--- src/rtl/flv_tag_splitter_macros.svh ---
// ----------------------------------------------------------------------------
// flv_tag_splitter assertion macros
// shared concurrent assertion forms for the tag splitter rtl
// ----------------------------------------------------------------------------
`ifndef FLV_TAG_SPLITTER_MACROS_SVH
`define FLV_TAG_SPLITTER_MACROS_SVH

`ifndef ASSERT_OFF

// condition must never hold at a clock edge
`define FLV_ASSERT_NEVER(lbl, cond) \
    lbl: assert property (@(posedge clk) disable iff (!rst_n) !(cond)) \
        else $error("assertion failed: never");

// antecedent implies consequent in the same cycle
`define FLV_ASSERT_IMPL(lbl, ante, cons) \
    lbl: assert property (@(posedge clk) disable iff (!rst_n) (ante) |-> (cons)) \
        else $error("assertion failed: same-cycle implication");

// antecedent implies consequent in the next cycle
`define FLV_ASSERT_NEXT(lbl, ante, cons) \
    lbl: assert property (@(posedge clk) disable iff (!rst_n) (ante) |=> (cons)) \
        else $error("assertion failed: next-cycle implication");

`else

`define FLV_ASSERT_NEVER(lbl, cond)
`define FLV_ASSERT_IMPL(lbl, ante, cons)
`define FLV_ASSERT_NEXT(lbl, ante, cons)

`endif

`endif

--- src/rtl/flv_pkg.sv ---
// ----------------------------------------------------------------------------
// flv_pkg
// constants, codes and result type shared by the tag splitter modules
// ----------------------------------------------------------------------------
package flv_pkg;

    localparam int DEFAULT_MAX_AV_TAGS = 2;

    localparam int FILE_HDR_LEN  = 13;
    localparam int TAG_HDR_LEN   = 11;
    localparam int TAG_TRL_LEN   = 4;
    localparam int TAG_FRAME_LEN = TAG_HDR_LEN + TAG_TRL_LEN;
    localparam int SIG_LEN       = 3;

    localparam int HDR_CNT_W  = 4;
    localparam int SIZE_W     = 24;
    localparam int TAG_CNT_W  = SIZE_W + 1;

    localparam logic [7:0] KIND_AUDIO = 8'h08;
    localparam logic [7:0] KIND_VIDEO = 8'h09;
    localparam logic [7:0] KIND_META  = 8'h12;

    typedef enum logic [2:0] {
        ROLE_FILE_HDR  = 3'd0,
        ROLE_AV_TAG    = 3'd1,
        ROLE_META_BODY = 3'd2,
        ROLE_META_FRM  = 3'd3,
        ROLE_SKIPPED   = 3'd4,
        ROLE_IGNORED   = 3'd5
    } role_t;

    typedef enum logic [1:0] {
        STAT_BUSY    = 2'd0,
        STAT_ACCEPT  = 2'd1,
        STAT_INVALID = 2'd2
    } status_t;

    typedef struct packed {
        logic [7:0] data;
        role_t      role;
        logic       slot;
        logic       start;
        status_t    status;
    } result_t;

    // file signature "FLV"
    function automatic logic [7:0] sig_byte(input logic [1:0] idx);
        logic [7:0] val;
        unique case (idx)
            2'd0:    val = 8'h46;
            2'd1:    val = 8'h4C;
            2'd2:    val = 8'h56;
            default: val = 8'h00;
        endcase
        return val;
    endfunction

    function automatic logic kind_is_av(input logic [7:0] kind);
        return (kind == KIND_AUDIO) || (kind == KIND_VIDEO);
    endfunction

endpackage

--- src/rtl/flv_tag_parse.sv ---
// ----------------------------------------------------------------------------
// flv_tag_parse
// parse state registers and the per-word classification and status logic
// ----------------------------------------------------------------------------
`include "flv_tag_splitter_macros.svh"

module flv_tag_parse
    import flv_pkg::*;
#(
    parameter int MAX_AV_TAGS = DEFAULT_MAX_AV_TAGS
) (
    input  logic       clk,
    input  logic       rst_n,
    input  logic       step,
    input  logic [7:0] data_byte,
    input  logic       last_byte,
    output result_t    res
);

    localparam int AV_CNT_W = (MAX_AV_TAGS < 1) ? 1 : $clog2(MAX_AV_TAGS + 1);
    localparam logic [AV_CNT_W-1:0]  AV_MAX    = AV_CNT_W'(MAX_AV_TAGS);
    localparam logic [HDR_CNT_W-1:0] HDR_END   = HDR_CNT_W'(FILE_HDR_LEN);
    localparam logic [HDR_CNT_W-1:0] SIG_END   = HDR_CNT_W'(SIG_LEN);
    localparam logic [TAG_CNT_W-1:0] FRAME_LEN = TAG_CNT_W'(TAG_FRAME_LEN);
    localparam logic [TAG_CNT_W-1:0] HDR_LEN   = TAG_CNT_W'(TAG_HDR_LEN);
    localparam logic [TAG_CNT_W-1:0] SIZE_POS  = TAG_CNT_W'(3);

    logic [HDR_CNT_W-1:0] hdr_cnt_reg,  hdr_cnt_next;
    logic [TAG_CNT_W-1:0] tag_cnt_reg,  tag_cnt_next;
    logic [TAG_CNT_W-1:0] tag_size_reg, tag_size_next;
    logic [7:0]           tag_kind_reg, tag_kind_next;
    logic [AV_CNT_W-1:0]  av_cnt_reg,   av_cnt_next;
    logic                 meta_seen_reg, meta_seen_next;
    logic                 pend_reg,     pend_next;
    logic                 failed_reg,   failed_next;

    logic [TAG_CNT_W-1:0] pos_inc;
    logic [TAG_CNT_W:0]   pos_trl;
    logic [SIZE_W-1:0]    size_shift;

    always_comb
    begin
        hdr_cnt_next   = hdr_cnt_reg;
        tag_cnt_next   = tag_cnt_reg;
        tag_size_next  = tag_size_reg;
        tag_kind_next  = tag_kind_reg;
        av_cnt_next    = av_cnt_reg;
        meta_seen_next = meta_seen_reg;
        pend_next      = pend_reg;
        failed_next    = failed_reg;

        res.data   = data_byte;
        res.role   = ROLE_IGNORED;
        res.slot   = 1'b0;
        res.start  = 1'b0;
        res.status = STAT_BUSY;

        pos_inc    = tag_cnt_reg + TAG_CNT_W'(1);
        pos_trl    = {1'b0, tag_cnt_reg} + (TAG_CNT_W + 1)'(TAG_TRL_LEN);
        size_shift = {tag_size_reg[SIZE_W-9:0], data_byte};

        if (!failed_reg)
        begin
            if (hdr_cnt_reg < HDR_END)
            begin
                res.role = ROLE_FILE_HDR;
                if (hdr_cnt_reg < SIG_END && data_byte != sig_byte(hdr_cnt_reg[1:0]))
                    failed_next = 1'b1;
                hdr_cnt_next = hdr_cnt_reg + HDR_CNT_W'(1);
            end
            else
            begin
                if (tag_cnt_reg == '0)
                begin
                    // type byte opens a new tag
                    tag_kind_next = data_byte;
                    res.start     = 1'b1;
                    tag_size_next = '0;
                    pend_next     = (kind_is_av(data_byte) && av_cnt_reg >= AV_MAX)
                                 || (data_byte == KIND_META && meta_seen_reg);
                end
                else if (tag_cnt_reg < SIZE_POS)
                begin
                    tag_size_next = {1'b0, size_shift};
                end
                else if (tag_cnt_reg == SIZE_POS)
                begin
                    // total length including header and trailer
                    tag_size_next = {1'b0, size_shift} + FRAME_LEN;
                end

                if (pend_next)
                    res.role = ROLE_SKIPPED;
                else if (kind_is_av(tag_kind_next))
                begin
                    res.role = ROLE_AV_TAG;
                    res.slot = av_cnt_reg[0];
                end
                else if (tag_kind_next == KIND_META)
                begin
                    if (tag_cnt_reg >= HDR_LEN && pos_trl < {1'b0, tag_size_next})
                        res.role = ROLE_META_BODY;
                    else
                        res.role = ROLE_META_FRM;
                end
                else
                    res.role = ROLE_SKIPPED;

                tag_cnt_next = pos_inc;
                if (pos_inc == FRAME_LEN && pend_next)
                    failed_next = 1'b1;
                else if (pos_inc >= FRAME_LEN && pos_inc == tag_size_next)
                begin
                    if (kind_is_av(tag_kind_next))
                        av_cnt_next = av_cnt_reg + AV_CNT_W'(1);
                    else if (tag_kind_next == KIND_META)
                        meta_seen_next = 1'b1;
                    tag_cnt_next = '0;
                    pend_next    = 1'b0;
                end
            end
        end

        if (last_byte)
        begin
            if (failed_next || hdr_cnt_next < HDR_END || tag_cnt_next >= FRAME_LEN
                || !meta_seen_next)
                res.status = STAT_INVALID;
            else
                res.status = STAT_ACCEPT;
            // buffer done, start over
            hdr_cnt_next   = '0;
            tag_cnt_next   = '0;
            tag_size_next  = '0;
            tag_kind_next  = '0;
            av_cnt_next    = '0;
            meta_seen_next = 1'b0;
            pend_next      = 1'b0;
            failed_next    = 1'b0;
        end
        else
            res.status = failed_next ? STAT_INVALID : STAT_BUSY;
    end

    always_ff @(posedge clk or negedge rst_n)
    begin
        if (!rst_n)
        begin
            hdr_cnt_reg   <= '0;
            tag_cnt_reg   <= '0;
            tag_size_reg  <= '0;
            tag_kind_reg  <= '0;
            av_cnt_reg    <= '0;
            meta_seen_reg <= 1'b0;
            pend_reg      <= 1'b0;
            failed_reg    <= 1'b0;
        end
        else if (step)
        begin
            hdr_cnt_reg   <= hdr_cnt_next;
            tag_cnt_reg   <= tag_cnt_next;
            tag_size_reg  <= tag_size_next;
            tag_kind_reg  <= tag_kind_next;
            av_cnt_reg    <= av_cnt_next;
            meta_seen_reg <= meta_seen_next;
            pend_reg      <= pend_next;
            failed_reg    <= failed_next;
        end
    end

    `FLV_ASSERT_NEVER(a_av_cnt_max, av_cnt_reg > AV_MAX)
    `FLV_ASSERT_NEVER(a_hdr_cnt_max, hdr_cnt_reg > HDR_END)
    `FLV_ASSERT_NEXT(a_last_clears, step && last_byte, hdr_cnt_reg == '0 && !failed_reg && tag_cnt_reg == '0)
    `FLV_ASSERT_IMPL(a_tag_after_hdr, tag_cnt_reg != '0, hdr_cnt_reg == HDR_END)

endmodule

--- src/rtl/flv_tag_splitter.sv ---
// ----------------------------------------------------------------------------
// flv_tag_splitter
// byte-serial role tagging and validation of an flv header buffer
// ----------------------------------------------------------------------------
// Takes one byte per cycle while the output is not stalled and returns each
// byte with its role, slot, tag start flag and buffer status. Throughput is
// one word per clock when the output does not stall. A word accepted into
// the input register is parsed out of it, and its result is loaded into the
// result register and held there until taken. The parse state is updated as
// each word moves between the two registers. A stalled output holds one
// result while one more input word waits in the input register. All parse
// state clears after a last byte.
`include "flv_tag_splitter_macros.svh"

module flv_tag_splitter
    import flv_pkg::*;
#(
    parameter int MAX_AV_TAGS = DEFAULT_MAX_AV_TAGS
) (
    input  logic       clk,
    input  logic       rst_n,
    input  logic       in_valid,
    output logic       in_stall,
    input  logic [7:0] data_byte,
    input  logic       last_byte,
    output logic       out_valid,
    input  logic       out_stall,
    output logic [7:0] byte_out,
    output logic [2:0] role,
    output logic       av_slot,
    output logic       tag_start,
    output logic [1:0] status
);

    logic       in_vld_reg,  in_vld_next;
    logic [7:0] in_byte_reg;
    logic       in_last_reg;
    logic       out_vld_reg, out_vld_next;
    result_t    out_res_reg;
    result_t    res;
    logic       out_load;
    logic       step;
    logic       in_take;

    assign out_load = !out_vld_reg || !out_stall;
    assign step     = in_vld_reg && out_load;
    assign in_stall = in_vld_reg && !out_load;
    assign in_take  = in_valid && !in_stall;

    always_comb
    begin
        if (in_take)
            in_vld_next = 1'b1;
        else if (step)
            in_vld_next = 1'b0;
        else
            in_vld_next = in_vld_reg;
        out_vld_next = out_load ? in_vld_reg : out_vld_reg;
    end

    always_ff @(posedge clk or negedge rst_n)
    begin
        if (!rst_n)
        begin
            in_vld_reg  <= 1'b0;
            out_vld_reg <= 1'b0;
        end
        else
        begin
            in_vld_reg  <= in_vld_next;
            out_vld_reg <= out_vld_next;
        end
    end

    always_ff @(posedge clk)
    begin
        if (in_take)
        begin
            in_byte_reg <= data_byte;
            in_last_reg <= last_byte;
        end
        if (step)
            out_res_reg <= res;
    end

    flv_tag_parse #(
        .MAX_AV_TAGS (MAX_AV_TAGS)
    ) u_parse (
        .clk       (clk),
        .rst_n     (rst_n),
        .step      (step),
        .data_byte (in_byte_reg),
        .last_byte (in_last_reg),
        .res       (res)
    );

    assign out_valid = out_vld_reg;
    assign byte_out  = out_res_reg.data;
    assign role      = out_res_reg.role;
    assign av_slot   = out_res_reg.slot;
    assign tag_start = out_res_reg.start;
    assign status    = out_res_reg.status;

    `FLV_ASSERT_IMPL(a_stall_full, in_stall, in_vld_reg && out_vld_reg)
    `FLV_ASSERT_NEXT(a_step_fills_out, step, out_vld_reg)

endmodule
--- config.mk ---
export PLATFORM = sky130hd
export DESIGN_NAME = flv_tag_splitter
export DESIGN_NICKNAME = d
export VERILOG_FILES = /design/src/rtl/flv_pkg.sv /design/src/rtl/flv_tag_parse.sv /design/src/rtl/flv_tag_splitter.sv
export VERILOG_INCLUDE_DIRS = /design/src /design/src/rtl
export SDC_FILE = /design/constraint.sdc
export NUM_CORES = 1
export LEC_CHECK = 0
export BUFFER_PORTS_ARGS = -buffer_cell sky130_fd_sc_hd__buf_2
export CORE_UTILIZATION = 50
export CTS_CLUSTER_DIAMETER = 120
export DETAILED_ROUTE_END_ITERATION = 8
export PLACE_DENSITY = 0.68
export SKIP_CTS_REPAIR_TIMING = 1
export SLEW_MARGIN = 20
export SYNTH_ARGS = -nofsm -noshare
export SYNTH_HDL_FRONTEND = slang
export SYNTH_SLANG_ARGS = --single-unit
--- constraint.sdc ---
create_clock -name clk -period 7.8 [get_ports clk]
set_clock_uncertainty 0.2 [all_clocks]
set_input_delay 0.39 -clock clk [delete_from_list [all_inputs] [get_ports clk]]
set_output_delay 0.39 -clock clk [all_outputs]
set_load 0.1 [all_outputs]
-- Yosys cells after proc, flatten, opt, wreduce, memory -nomap -nowiden
Index checks and enable logic that the tools add are counted.
- register bits after elaboration: 93
- output and inout port bits: 17
- $add $sub $neg: 5
- order comparisons: 9
- equality and inequality tests: 15
- muxes and demuxes: 62
- bitwise gates (word level): 2
- reductions and logical operators: 31
- operators with widths (operator ; number):
    $mux 25 ; 13
    $ge 25x4->1 const B ; 3
    $mux 8 ; 8
    $eq 8x4->1 const B ; 4
    $add 25x3->26 const B ; 1
    $lt 26x25->1 ; 1
    $add 24x4->25 const B ; 1
    $add 25x1->25 const B ; 1
    $eq 25x2->1 const B ; 1
    $eq 25x25->1 ; 1
    $eq 25x4->1 const B ; 1
    $logic_not 25->1 ; 1
    $lt 25x2->1 const B ; 1
    $mux 1 ; 24
    $pmux 7 s3 ; 1
    $mux 2 ; 9
    $eq 8x5->1 const B ; 2
    $mux 3 ; 4
    $mux 4 ; 3
    $logic_and 1x1->1 ; 9
    $lt 4x4->1 const B ; 2
    $ne 8x8->1 ; 1
    $logic_or 1x1->1 ; 7
    $ne 2x2->1 const B ; 3
    other kinds (15) ; 22

-- Logic depth before layout (Yosys ltp)
Gate-level depths: netlist of the first run.
- depth in word-level cells: 17
- depth in mapped cells: 23
- depth with buffers taken out: 20

-- Modules after synthesis
A second synthesis of the first run with hierarchy kept.
- cell total of the unflattened synthesis: 908
- area total of the unflattened synthesis: 7707.4 µm²
- by module, submodules not included (module ; times used ; cells each ; area each (µm²) ; seq. area each (µm²)):
    flv_tag_parse ; 1 ; 876 ; 6894.1 ; 1676.6
    flv_tag_splitter ; 1 ; 32 ; 813.3 ; 770.7

-- Least setup slack after synthesis of the first run
Ideal clock, no wire load.
- path type: flip-flop to flip-flop
- start point: reg u_parse.tag_cnt_reg[2]
- end point: reg out_res_reg, in the netlist role[0] (data pin)
- setup time: 0.260 ns
- arrival: 3.800 ns
- required time: 7.340 ns
- setup slack: 3.541 ns
- stages on the path, launching flop included: 24
- cell sequence: dfrtp_1 > buf_2 > inv_1 > ha_1 > buf_2 > and2_1 > clkbuf_1 > nand4_1 > o32ai_1 > nand2b_1 > nand3_1 > o21ai_0 > ha_1 > nor2b_1 > o21a_1 > o21a_1 > o21a_1 > o21a_1 > o21ai_0 > a21oi_1 > nor3_1 > nor4_1 > o2111ai_1 > nand2_1
- longest elaborated chain between the ends: 13
- elaborated cells on any way between the ends: 27
- classes of those cells: add/sub: 1; order compare: 3; eq/ne: 4; mux: 16; reduce/logical: 3
- ends and longest elaborated chain (item ; RTL line ; text):
    start, declared ; flv_tag_parse.sv:29 ; logic [TAG_CNT_W-1:0] tag_cnt_reg, tag_cnt_next;
    start signal, assigned ; flv_tag_parse.sv:161 ; tag_cnt_reg <= tag_cnt_next;
    branches (longest 11 deep; another with $lt 26x25->1) ; - ;
    $mux 3 (*) ; flv_tag_parse.sv:92 ; if (pend_next)
    $mux 3 (*) ; flv_tag_parse.sv:64 ; if (hdr_cnt_reg < HDR_END)
    end signal, assigned ; flv_tag_splitter.sv:83 ; out_res_reg <= res;
    end, declared ; flv_tag_splitter.sv:39 ; result_t out_res_reg;
Mark *: on every way between the ends. The select of a mux whose other input is x is not followed.
A chain may end at the register's enable or synchronous reset.

-- Worst setup path in the final report of the first run
- start point: reg u_parse.tag_cnt_reg[1]
- end point: reg u_parse.tag_cnt_reg[16]
- longest elaborated chain between the ends: 13
- elaborated cells on any way between the ends: 22
- classes of those cells: add/sub: 1; order compare: 2; eq/ne: 3; mux: 13; reduce/logical: 3
- ends and longest elaborated chain (item ; RTL line ; text):
    branches (longest 9 deep; another with $add 25x1->25) ; - ;
    $mux 25 (*) ; flv_tag_parse.sv:110 ; if (pos_inc == FRAME_LEN && pend_next)
    $mux 25 (*) ; flv_tag_parse.sv:64 ;
    $mux 25 (*) ; flv_tag_parse.sv:62 ; if (!failed_reg)
    $mux 25 (*) ; flv_tag_parse.sv:124 ; if (last_byte)
Marks and branches as above.

==> flow_summary.json, run 1 <==
{
  "routabilityCongestion": 0.973,
  "diodes": 0,
  "synthArstFlopShare_pct": 74.2,
  "clock_path_buffers": 2,
  "finalHoldWorstSlack_ns": -0.0247,
  "pwr_density_cell_nw_per_um2": 161,
  "syn_nets": 1019,
  "rsz0062_at_grt": "false",
  "avgRoutedWirePerCell_um": 22.4,
  "critPathMaxFanout": 35,
  "cts_root_buf": "clkbuf_16",
  "yosysUniqueCellTypes": 88,
  "slew_violations": 0,
  "grt_pass1_wl_um": 41000,
  "synth-edff-count": 24,
  "avgSynthCellArea_um2": 8.33,
  "drtIter0Drc": 1206,
  "dieHeight_um": 129,
  "dr.pass1.iters": 8,
  "layout_common_cells": "nand2_1, o21ai_0, dfrtp_1",
  "ys_seq_area_share_pct": 30.4,
  "grt_pass1_vias": 7236,
  "clk_pin_slew_worst_paths_ns": 0.07,
  "grt_max_degree": 70,
  "peakVddDrop_mv": 0.103,
  "avgViaCountPerCell": 6.84,
  "worstSetupStartpointType": "register",
  "drive_above_1_share_pct": 10.1,
  "hp-class": "in -> async",
  "path_class": "reg -> reg",
  "start_util_pct": 50.9,
  "grt-ovfl-total": 0,
  "ys_seq_elements": 93,
  "insertion_delay_ns": 0.36,
  "die-area_um2": 16600,
  "core_area_um2": 15800,
  "finalHoldViolations": 36,
  "clock.fmax_ghz": 0.171,
  "finalNetCount": 992,
  "setup_viol": 0,
  "slew_headroom_pct": 22.1,
  "portBuffers": 29,
  "syn_inst": 967,
  "worst_setup_path_end_kind": "register",
  "pin_count": 30,
  "cts.sinks": 93,
  "cts_buffers": 9,
  "fin_crit_sh_pct": 74.9,
  "fp-row-count": 46,
  "synth_flop_cell": "dfrtp_1",
  "layout_commonest_cell": "nand2_1",
  "setup_tns_ns": 0,
  "fin_crit_ns": 5.84,
  "totalWireLength_um": 26100,
  "area_growth_pct": 5.73,
  "grt_usage_pct": 32.4,
  "drc": 0,
  "status": "finished, violations left",
  "crit_arrival_ns": 5.90,
  "required_ns": 7.85,
  "synth_area_um2": 8060,
  "dp_hpwl_um": 18700,
  "ctsHtreeMaxLevel": 3,
  "leakage_nw": 3.30,
  "cts_tree": "built",
  "cap_violations": 0,
  "violations": "hold timing",
  "vias": 7937,
  "max_slew.worst_pin.slew_ns": 1.16,
  "die-width_um": 129,
  "ant_nets": 0,
  "antenna_found_initial": 0,
  "fin_util_pct": 53.8,
  "yosys_warnings": 0
}
-- Yosys cell counts (11+ instances only) --
cell type / number / area (um2)
inv_1: 29 / 109
nor2b_1: 11 / 68.8
nand2_1: 104 / 390
a21oi_1: 40 / 200
o21ai_0: 74 / 370
a22o_1: 13 / 114
o31ai_1: 11 / 82.6
dfrtp_1: 69 / 1730
xor2_1: 22 / 193
clkbuf_1: 42 / 158
nor4_1: 17 / 106
and3_1: 18 / 113
nor2_1: 59 / 221
a21o_1: 16 / 120
nand4_1: 42 / 263
nor3_1: 31 / 155
xnor2_1: 37 / 324
edfxtp_1: 24 / 721
buf_2: 21 / 105
a31oi_1: 19 / 119
ha_1: 39 / 488
nand3_1: 33 / 165
-- cells by family after synthesis --
family,count (synthesis),synth area share (%)
compound gates,267,22.4
fa+ha+maj,39,6.06
mux,6,0.761
simple gates,398,28.0
flops,93,30.4
buf+inv,104,5.75
xor+xnor,60,6.62
-- path summary, 6_finish.rpt --
check                                    startpoint  depth (start not counted)                  endpoint  slack [ns]
setup / recovery             u_parse.tag_cnt_reg[1]                         14   u_parse.tag_cnt_reg[16]        1.96
hold / removal                                rst_n                          1  u_parse.tag_size_reg[12]       -0.02
setup reg to reg             u_parse.tag_cnt_reg[1]                         14   u_parse.tag_cnt_reg[16]        1.96
hold reg to reg            u_parse.tag_size_reg[16]                          2  u_parse.tag_size_reg[16]        0.29
max in group asynchronous                     rst_n                          1   u_parse.tag_cnt_reg[24]        6.80
min in group clk                       data_byte[6]                          1            in_byte_reg[6]        0.01
-- through the flow --
step	power, mW	hold slack, ns	area (um2)	setup slack, ns	std cells
global route	1.42	0.00363	8520	1.52	1161
global placement	0.870	0.269	8170	2.28	1144
floorplan	0.792	-0.106	8060	3.54	967
detailed placement	0.873	0.275	8170	2.18	1144
CTS	1.37	-0.000335	8510	2.17	1160
finish	1.37	-0.0247	8520	1.96	1161
-- power breakdown --
group | switching (mW) | leakage (nW) | internal (mW)
sequential | 0.0290 | 1.18 | 0.522
clock | 0.210 | 0.164 | 0.292
combinational | 0.229 | 1.96 | 0.0923
total | 0.468 | 3.30 | 0.906
-- metal layers --
metal	vias up	wire length [um]	share of wire (%)	GRT usage (%)
li1	3565	-	-	-
met1	3720	11000	42	45.1
met2	541	11100	42	49.6
met3	111	2750	11	5.65
met4	0	1190	4.6	13.9
met5	-	0	0	0
-- critical path, stage by stage, from the launching register on --
cell       delay [ns]
dfrtp_1          0.56
ha_1             0.86
nand2_1          0.38
nor3_1           0.73
o21ai_0          0.16
o21ai_0          0.18
a22o_1           0.19
ha_1             0.26
a2111oi_2        0.21
o2111ai_1        0.15
nor4_1           0.30
nand4_1          0.32
o21ai_4          0.80
o21ai_0          0.18
a21o_1           0.21
-- cell type report --
class / instances / area, um2
clock buffer: 12 / 279
fill: 1484 / 7310
tap: 216 / 270
timing repair buffer: 36 / 203
sequential: 93 / 2450
multi-input combinational: 770 / 5150
clock inverter: 4 / 56.3
inverter: 30 / 113
No activity file was read; power rests on OpenSTA's default activity.
==> run 2, diff against run 1 <==
--- a/config.mk
+++ b/config.mk
@@ -10,7 +10,7 @@
 export CORE_UTILIZATION = 50
 export CTS_CLUSTER_DIAMETER = 120
 export DETAILED_ROUTE_END_ITERATION = 8
-export PLACE_DENSITY = 0.68
+export PLACE_DENSITY = 0.7
 export SKIP_CTS_REPAIR_TIMING = 1
 export SLEW_MARGIN = 20
 export SYNTH_ARGS = -nofsm -noshare
==> constraint.sdc (replaced) <==
create_clock -name clk -period 4.7 [get_ports clk]
set_clock_uncertainty 0.2 [all_clocks]
set_input_delay 0.235 -clock clk [delete_from_list [all_inputs] [get_ports clk]]
set_output_delay 0.235 -clock clk [all_outputs]
set_load 0.1 [all_outputs]
==> run 2 against run 1 <==
  * Largest power group unchanged
  * Combinational power grew 99%
  * Via count grew 3.9%
  * Critical endpoint is now role[0]
  * Critical path type unchanged
  * Global-route usage up 4.1 points
  * Cell area is 8.9% higher
  * First-iteration DRC count decreased by 16%
  * Fmax up 31%
  * Die area stayed put
  * Register-to-register slack lost 1.7 ns
  * Largest cell class unchanged
  * The flow now finishes without violations
  * Clock power increased by 52%
==> flow_summary.json, run 2 (synthesized netlist as in run 1, its figures left out) <==
{
  "finalHoldViolations": 0,
  "insertion_delay_ns": 0.36,
  "rsz0062_at_grt": "false",
  "grt-ovfl-total": 0,
  "peakVddDrop_mv": 0.175,
  "pin_count": 30,
  "dieHeight_um": 129,
  "seqCellArea_um2": 2450,
  "setup_tns_ns": 0,
  "ff2ff_path_depth": 19,
  "min_delay_worst_endpoint": "u_parse.tag_size_reg[21]",
  "path_depth": 19,
  "core_area_um2": 15800,
  "layout_common_cells": "nand2_1, buf_4, o21ai_0",
  "clock_path_buffers": 2,
  "fin_ws_ns": 0.248,
  "area_growth_pct": 15.2,
  "setup_viol": 0,
  "worst_setup_path_end_kind": "register",
  "clock.fmax_ghz": 0.225,
  "worstPathCellList": "nor4_4, nand3_4, buf_4, nor3_4, o22ai_1, a21oi_1, inv_1, ha_1, a21o_1, a21o_1, a21o_1, a21oi_1, nor2b_1, o21ai_0, nand2b_1, a21oi_1, o31ai_1, o2111ai_1, nand2_1",
  "crit_family": "compound AO/OA/AOI/OAI gates",
  "hp-class": "reg -> reg",
  "placed_cells": 1230,
  "status": "finished, final reports clean",
  "cp_num_buf_inv": 2,
  "cts_tree": "built",
  "die-area_um2": 16600,
  "grt_use_met2_pct": 54.6,
  "reg2reg_from": "u_parse.tag_cnt_reg[21]",
  "fp-row-count": 46,
  "fin_crit_ns": 4.45,
  "met3_usage_pct": 8.86,
  "multiInputGateArea_um2": 5170,
  "portBuffers": 29,
  "grt_usage_pct": 36.5,
  "path_class": "reg -> reg",
  "ctsHtreeMaxLevel": 3,
  "vias": 8247,
  "fin_util_pct": 58.6,
  "cpPeakStageDelay_ns": 0.58,
  "cts_buffers": 9,
  "cts_root_buf": "clkbuf_16",
  "drtIter0Drc": 1009,
  "met1_usage_pct": 50.0,
  "min_path_cells": 2,
  "instances_no_fill": 1258,
  "r2r_setup_slack_ns": 0.25,
  "required_ns": 4.62,
  "pwr_density_cell_nw_per_um2": 247,
  "timing.rr.end": "role[0]",
  "preCtsSetupSlack_ns": 0.242,
  "slew_headroom_pct": 34.3,
  "cp_slowest_cell": "nor4_4",
  "avgViaCountPerCell": 6.56,
  "totalWireLength_um": 29400,
  "cts.sinks": 93,
  "max_slew.worst_pin.slew_ns": 0.985,
  "drive_above_1_share_pct": 17.8,
  "clk_pin_slew_worst_paths_ns": 0.08,
  "start_util_pct": 50.9,
  "routabilityCongestion": 1.04,
  "diodes": 0,
  "leakage_nw": 3.78,
  "min-delay-start": "u_parse.tag_size_reg[21]",
  "fill_cells": 1452,
  "dr.pass1.iters": 5,
  "grt_max_degree": 70,
  "dp_hpwl_um": 22000,
  "critPathMaxFanout": 13,
  "finalNetCount": 1089,
  "slew_violations": 0,
  "cap_violations": 0,
  "drc": 0,
  "fin_crit_sh_pct": 94.7,
  "grt_pass1_wl_um": 45100,
  "antenna_found_initial": 0,
  "avgRoutedWirePerCell_um": 23.4,
  "worstSetupStartpointType": "register",
  "crit_arrival_ns": 4.37,
  "grt_pass1_vias": 7644,
  "die-width_um": 129,
  "ant_nets": 0,
  "top_usage_layer": "met2",
  "layout_commonest_cell": "nand2_1"
}
[run 2: cell type report]
type | instances | share of cell area (%)
sequential | 93 | 26.4
timing repair buffer | 133 | 10.6
tap | 216 | 2.91
clock inverter | 7 | 0.782
inverter | 30 | 1.21
clock buffer | 9 | 2.43
multi-input combinational | 770 | 55.7
[run 2: worst max path at each step]
stage | startpoint | to | slack [ns]
finish | u_parse.tag_cnt_reg[21] | role[0] | 0.25
global route | u_parse.tag_cnt_reg[11] | role[0] | 0.01
CTS | in_byte_reg[1] | u_parse.tag_cnt_reg[21] | 0.20
detailed placement | in_byte_reg[1] | u_parse.tag_cnt_reg[21] | 0.24
global placement | u_parse.tag_cnt_reg[6] | role[0] | 0.24
floorplan | u_parse.tag_cnt_reg[2] | role[0] | 0.44
[run 2: worst register-to-register path, stage by stage (launching register included)]
cell	delay, ns
dfrtp_1	0.45
nor4_4	0.58
nand3_4	0.12
buf_4	0.24
nor3_4	0.20
o22ai_1	0.10
a21oi_1	0.34
inv_1	0.14
ha_1	0.33
a21o_1	0.16
a21o_1	0.17
a21o_1	0.16
a21oi_1	0.15
nor2b_1	0.06
o21ai_0	0.20
nand2b_1	0.09
a21oi_1	0.15
o31ai_1	0.12
o2111ai_1	0.19
nand2_1	0.06
[run 2: report_power, final]
part           switching [mW]  internal [mW]
Combinational           0.432          0.206
Clock                   0.382          0.379
Sequential             0.0323          0.866
[run 2: through the flow]
stage | cell area, um2 | power [mW] | hold slack, ns
floorplan | 8060 | 1.31 | -0.261
global placement | 8840 | 1.52 | 0.212
detailed placement | 8840 | 1.52 | 0.213
CTS | 9140 | 2.29 | -0.165
global route | 9280 | 2.37 | 0.306
finish | 9280 | 2.30 | 0.287
[run 2: metal layers]
metal / vias up / wire [um] / share of wire, %
met1: 3932 / 12700 / 43
met2: 467 / 12800 / 44
met3: 90 / 2630 / 9.0
li1: 3758 / - / -
met5: - / 0 / 0
met4: 0 / 1230 / 4.2
==> run 3, diff against run 2 <==
--- a/config.mk
+++ b/config.mk
@@ -6,6 +6,7 @@
 export SDC_FILE = /design/constraint.sdc
 export NUM_CORES = 1
 export LEC_CHECK = 0
+export ABC_AREA = 1
 export BUFFER_PORTS_ARGS = -buffer_cell sky130_fd_sc_hd__buf_2
 export CORE_UTILIZATION = 50
 export CTS_CLUSTER_DIAMETER = 120
==> run 3 against run 2 <==
  * The flow now finishes with violations (hold timing)
  * Die area rose by 6.4%
  * Non-clock buffer count down 75
  * Combinational power is 39% lower
  * First-iteration DRC count is 0.50% higher
  * Wire length rose by 5.7%
  * Synthesized cell count increased by 42%
  * Cell count rose by 29%
  * Synthesized area increased by 6.5%
  * Sequential share of layout area shrank 0.21 points
  * Critical path type unchanged
  * Cell area grew 0.80%
  * Largest power group unchanged
  * Hold slack got worse by 0.32 ns
  * Largest cell class unchanged
==> flow_summary.json, run 3 <==
{
  "drc": 0,
  "diodes": 0,
  "core_area_um2": 16600,
  "fin_area_um2": 9350,
  "synthArstFlopShare_pct": 74.2,
  "dp_hpwl_um": 24200,
  "worstSetupStartpointType": "register",
  "clock_path_buffers": 2,
  "avgSynthCellArea_um2": 6.25,
  "layout_common_cells": "nand2_1, inv_1, nor2_1",
  "reg2reg_from": "u_parse.tag_cnt_reg[2]",
  "leakage_nw": 4.66,
  "rsz0062_at_grt": "false",
  "setup_viol": 0,
  "antenna_found_initial": 1,
  "cpPeakStageDelay_ns": 0.46,
  "finalNetCount": 1452,
  "crit_path_frequent_cell": "nand2_1",
  "clock.fmax_ghz": 0.227,
  "synth_area_um2": 8580,
  "dieHeight_um": 133,
  "cts_root_buf": "clkbuf_16",
  "grt_pass1_wl_um": 48700,
  "synth_flop_cell": "dfrtp_1",
  "fin_util_pct": 56.2,
  "placed_cells": 1596,
  "required_ns": 4.60,
  "grt_max_degree": 44,
  "die-area_um2": 17700,
  "yosys_warnings": 0,
  "portBuffers": 29,
  "ant_nets": 0,
  "ys_seq_area_share_pct": 28.5,
  "critPathMaxFanout": 10,
  "pwr_density_cell_nw_per_um2": 224,
  "placed_area_um2": 8910,
  "path_class": "reg -> reg",
  "fin_ws_ns": 0.304,
  "routabilityCongestion": 0.986,
  "ys_seq_elements": 93,
  "crit_arrival_ns": 4.30,
  "avgViaCountPerCell": 5.75,
  "netlist.top_cell.by_area": "dfrtp_1",
  "grt-ovfl-total": 0,
  "cap_violations": 0,
  "max_slew.worst_pin.slew_ns": 0.824,
  "grt_usage_pct": 36.2,
  "synthTopCellsByArea": "dfrtp_1, nand2_1, edfxtp_1, inv_1, nor2_1",
  "yosysMostFrequentCell": "nand2_1",
  "hp-class": "in -> reg",
  "ctsHtreeMaxLevel": 3,
  "finalHoldViolations": 1,
  "ff2ff_path_depth": 22,
  "start_util_pct": 51.5,
  "status": "finished, violations left",
  "avgRoutedWirePerCell_um": 19.1,
  "preCtsSetupSlack_ns": 0.362,
  "cts_buffers": 9,
  "die-width_um": 133,
  "dr.pass1.iters": 6,
  "finalHoldWorstSlack_ns": -0.0352,
  "slew_violations": 0,
  "grt_pass1_vias": 8851,
  "drtIter0Drc": 1014,
  "fill_cells": 1729,
  "cp_slowest_cell": "nor2_2",
  "slew_headroom_pct": 45.0,
  "worstPathCellList": "inv_1, ha_1, nand2_1, nor2_4, nand2_2, nor2_2, nand2_1, nand3_1, nand2_1, ha_1, a21oi_1, o31ai_1, nand2_1, o2111ai_1, nand4_1, nand2_1, nand4_1, o211ai_1, nand3_1, nand2_1, a21oi_1, o31ai_1",
  "drive_above_1_share_pct": 8.19,
  "setup_tns_ns": 0,
  "layout_commonest_cell": "nand2_1",
  "cts_tree": "built",
  "syn_nets": 1424,
  "crit_end": "role[0]",
  "worst_setup_path_end_kind": "register",
  "fp-row-count": 47,
  "peakVddDrop_mv": 0.261,
  "pin_count": 30,
  "instances_no_fill": 1625,
  "cts.sinks": 93,
  "synth-edff-count": 24,
  "fin_crit_sh_pct": 93.5,
  "vias": 9351,
  "violations": "hold timing",
  "insertion_delay_ns": 0.37,
  "clk_pin_slew_worst_paths_ns": 0.07,
  "yosysUniqueCellTypes": 41,
  "power_mw": 2.10,
  "r2r_setup_slack_ns": 0.30,
  "syn_inst": 1372,
  "timing.rr.end": "role[0]",
  "yosysTopAreaCellShare_pct": 20.1,
  "area_growth_pct": 9.06,
  "totalWireLength_um": 31100,
  "fin_crit_ns": 4.40,
  "cp-startpoint": "u_parse.tag_cnt_reg[2]",
  "synthTopCellsByCount": "nand2_1, inv_1, nor2_1"
}
-- run 3: layer usage --
metal | GRT usage [%] | vias up | share of wire [%]
met5 | 0 | - | 0
met4 | 17.0 | 0 | 4.1
met3 | 6.70 | 81 | 9.0
met2 | 55.6 | 488 | 44
met1 | 49.1 | 4271 | 43
li1 | - | 4511 | -
-- run 3: layout make-up --
| cell class | count | area (um2) | area share [%] |
|---|---|---|---|
| Timing Repair Buffer | 58 | 390 | 4.17 |
| Multi-Input combinational cell | 1052 | 5230 | 55.9 |
| Clock buffer | 10 | 239 | 2.55 |
| Clock inverter | 6 | 76.3 | 0.816 |
| Sequential cell | 93 | 2450 | 26.2 |
| Inverter | 186 | 698 | 7.46 |
| Tap cell | 220 | 275 | 2.94 |
-- run 3: worst min-delay path by stage --
stage                              endpoint      start  cells after the start  slack (ns)
floorplan                        in_vld_reg      rst_n                      0       -0.26
global placement    u_parse.tag_kind_reg[3]      rst_n                      1        0.15
detailed placement  u_parse.tag_kind_reg[3]      rst_n                      1        0.15
CTS                 u_parse.tag_kind_reg[3]      rst_n                      1       -0.24
global route                      out_valid  out_stall                      3       0.004
finish                            out_valid  out_stall                      3       -0.04
-- run 3: cell families after synthesis --
kind of cell               count (synthesis)  share of synthesized area (%)
AOI/OAI and AO/OA                        169                           11.3
DFF                                       93                           28.5
adders and majority gates                 39                           5.69
xor gates and xnor gates                  30                           3.15
and+or+nand+nor                          813                           40.7
buffers and inverters                    228                           10.6
-- run 3: critical path, delay by kind of cell, from the launching register on --
kind | cells | cell delay (ns)
simple gates | 13 | 1.69
buf+inv | 1 | 0.26
fa+ha+maj | 2 | 0.58
compound gates | 6 | 0.97
flops | 1 | 0.43
-- run 3: report_power, final --
part	internal, mW	switching [mW]	total (mW)
logic	0.0865	0.305	0.392
clock network	0.438	0.369	0.807
registers	0.871	0.0288	0.900
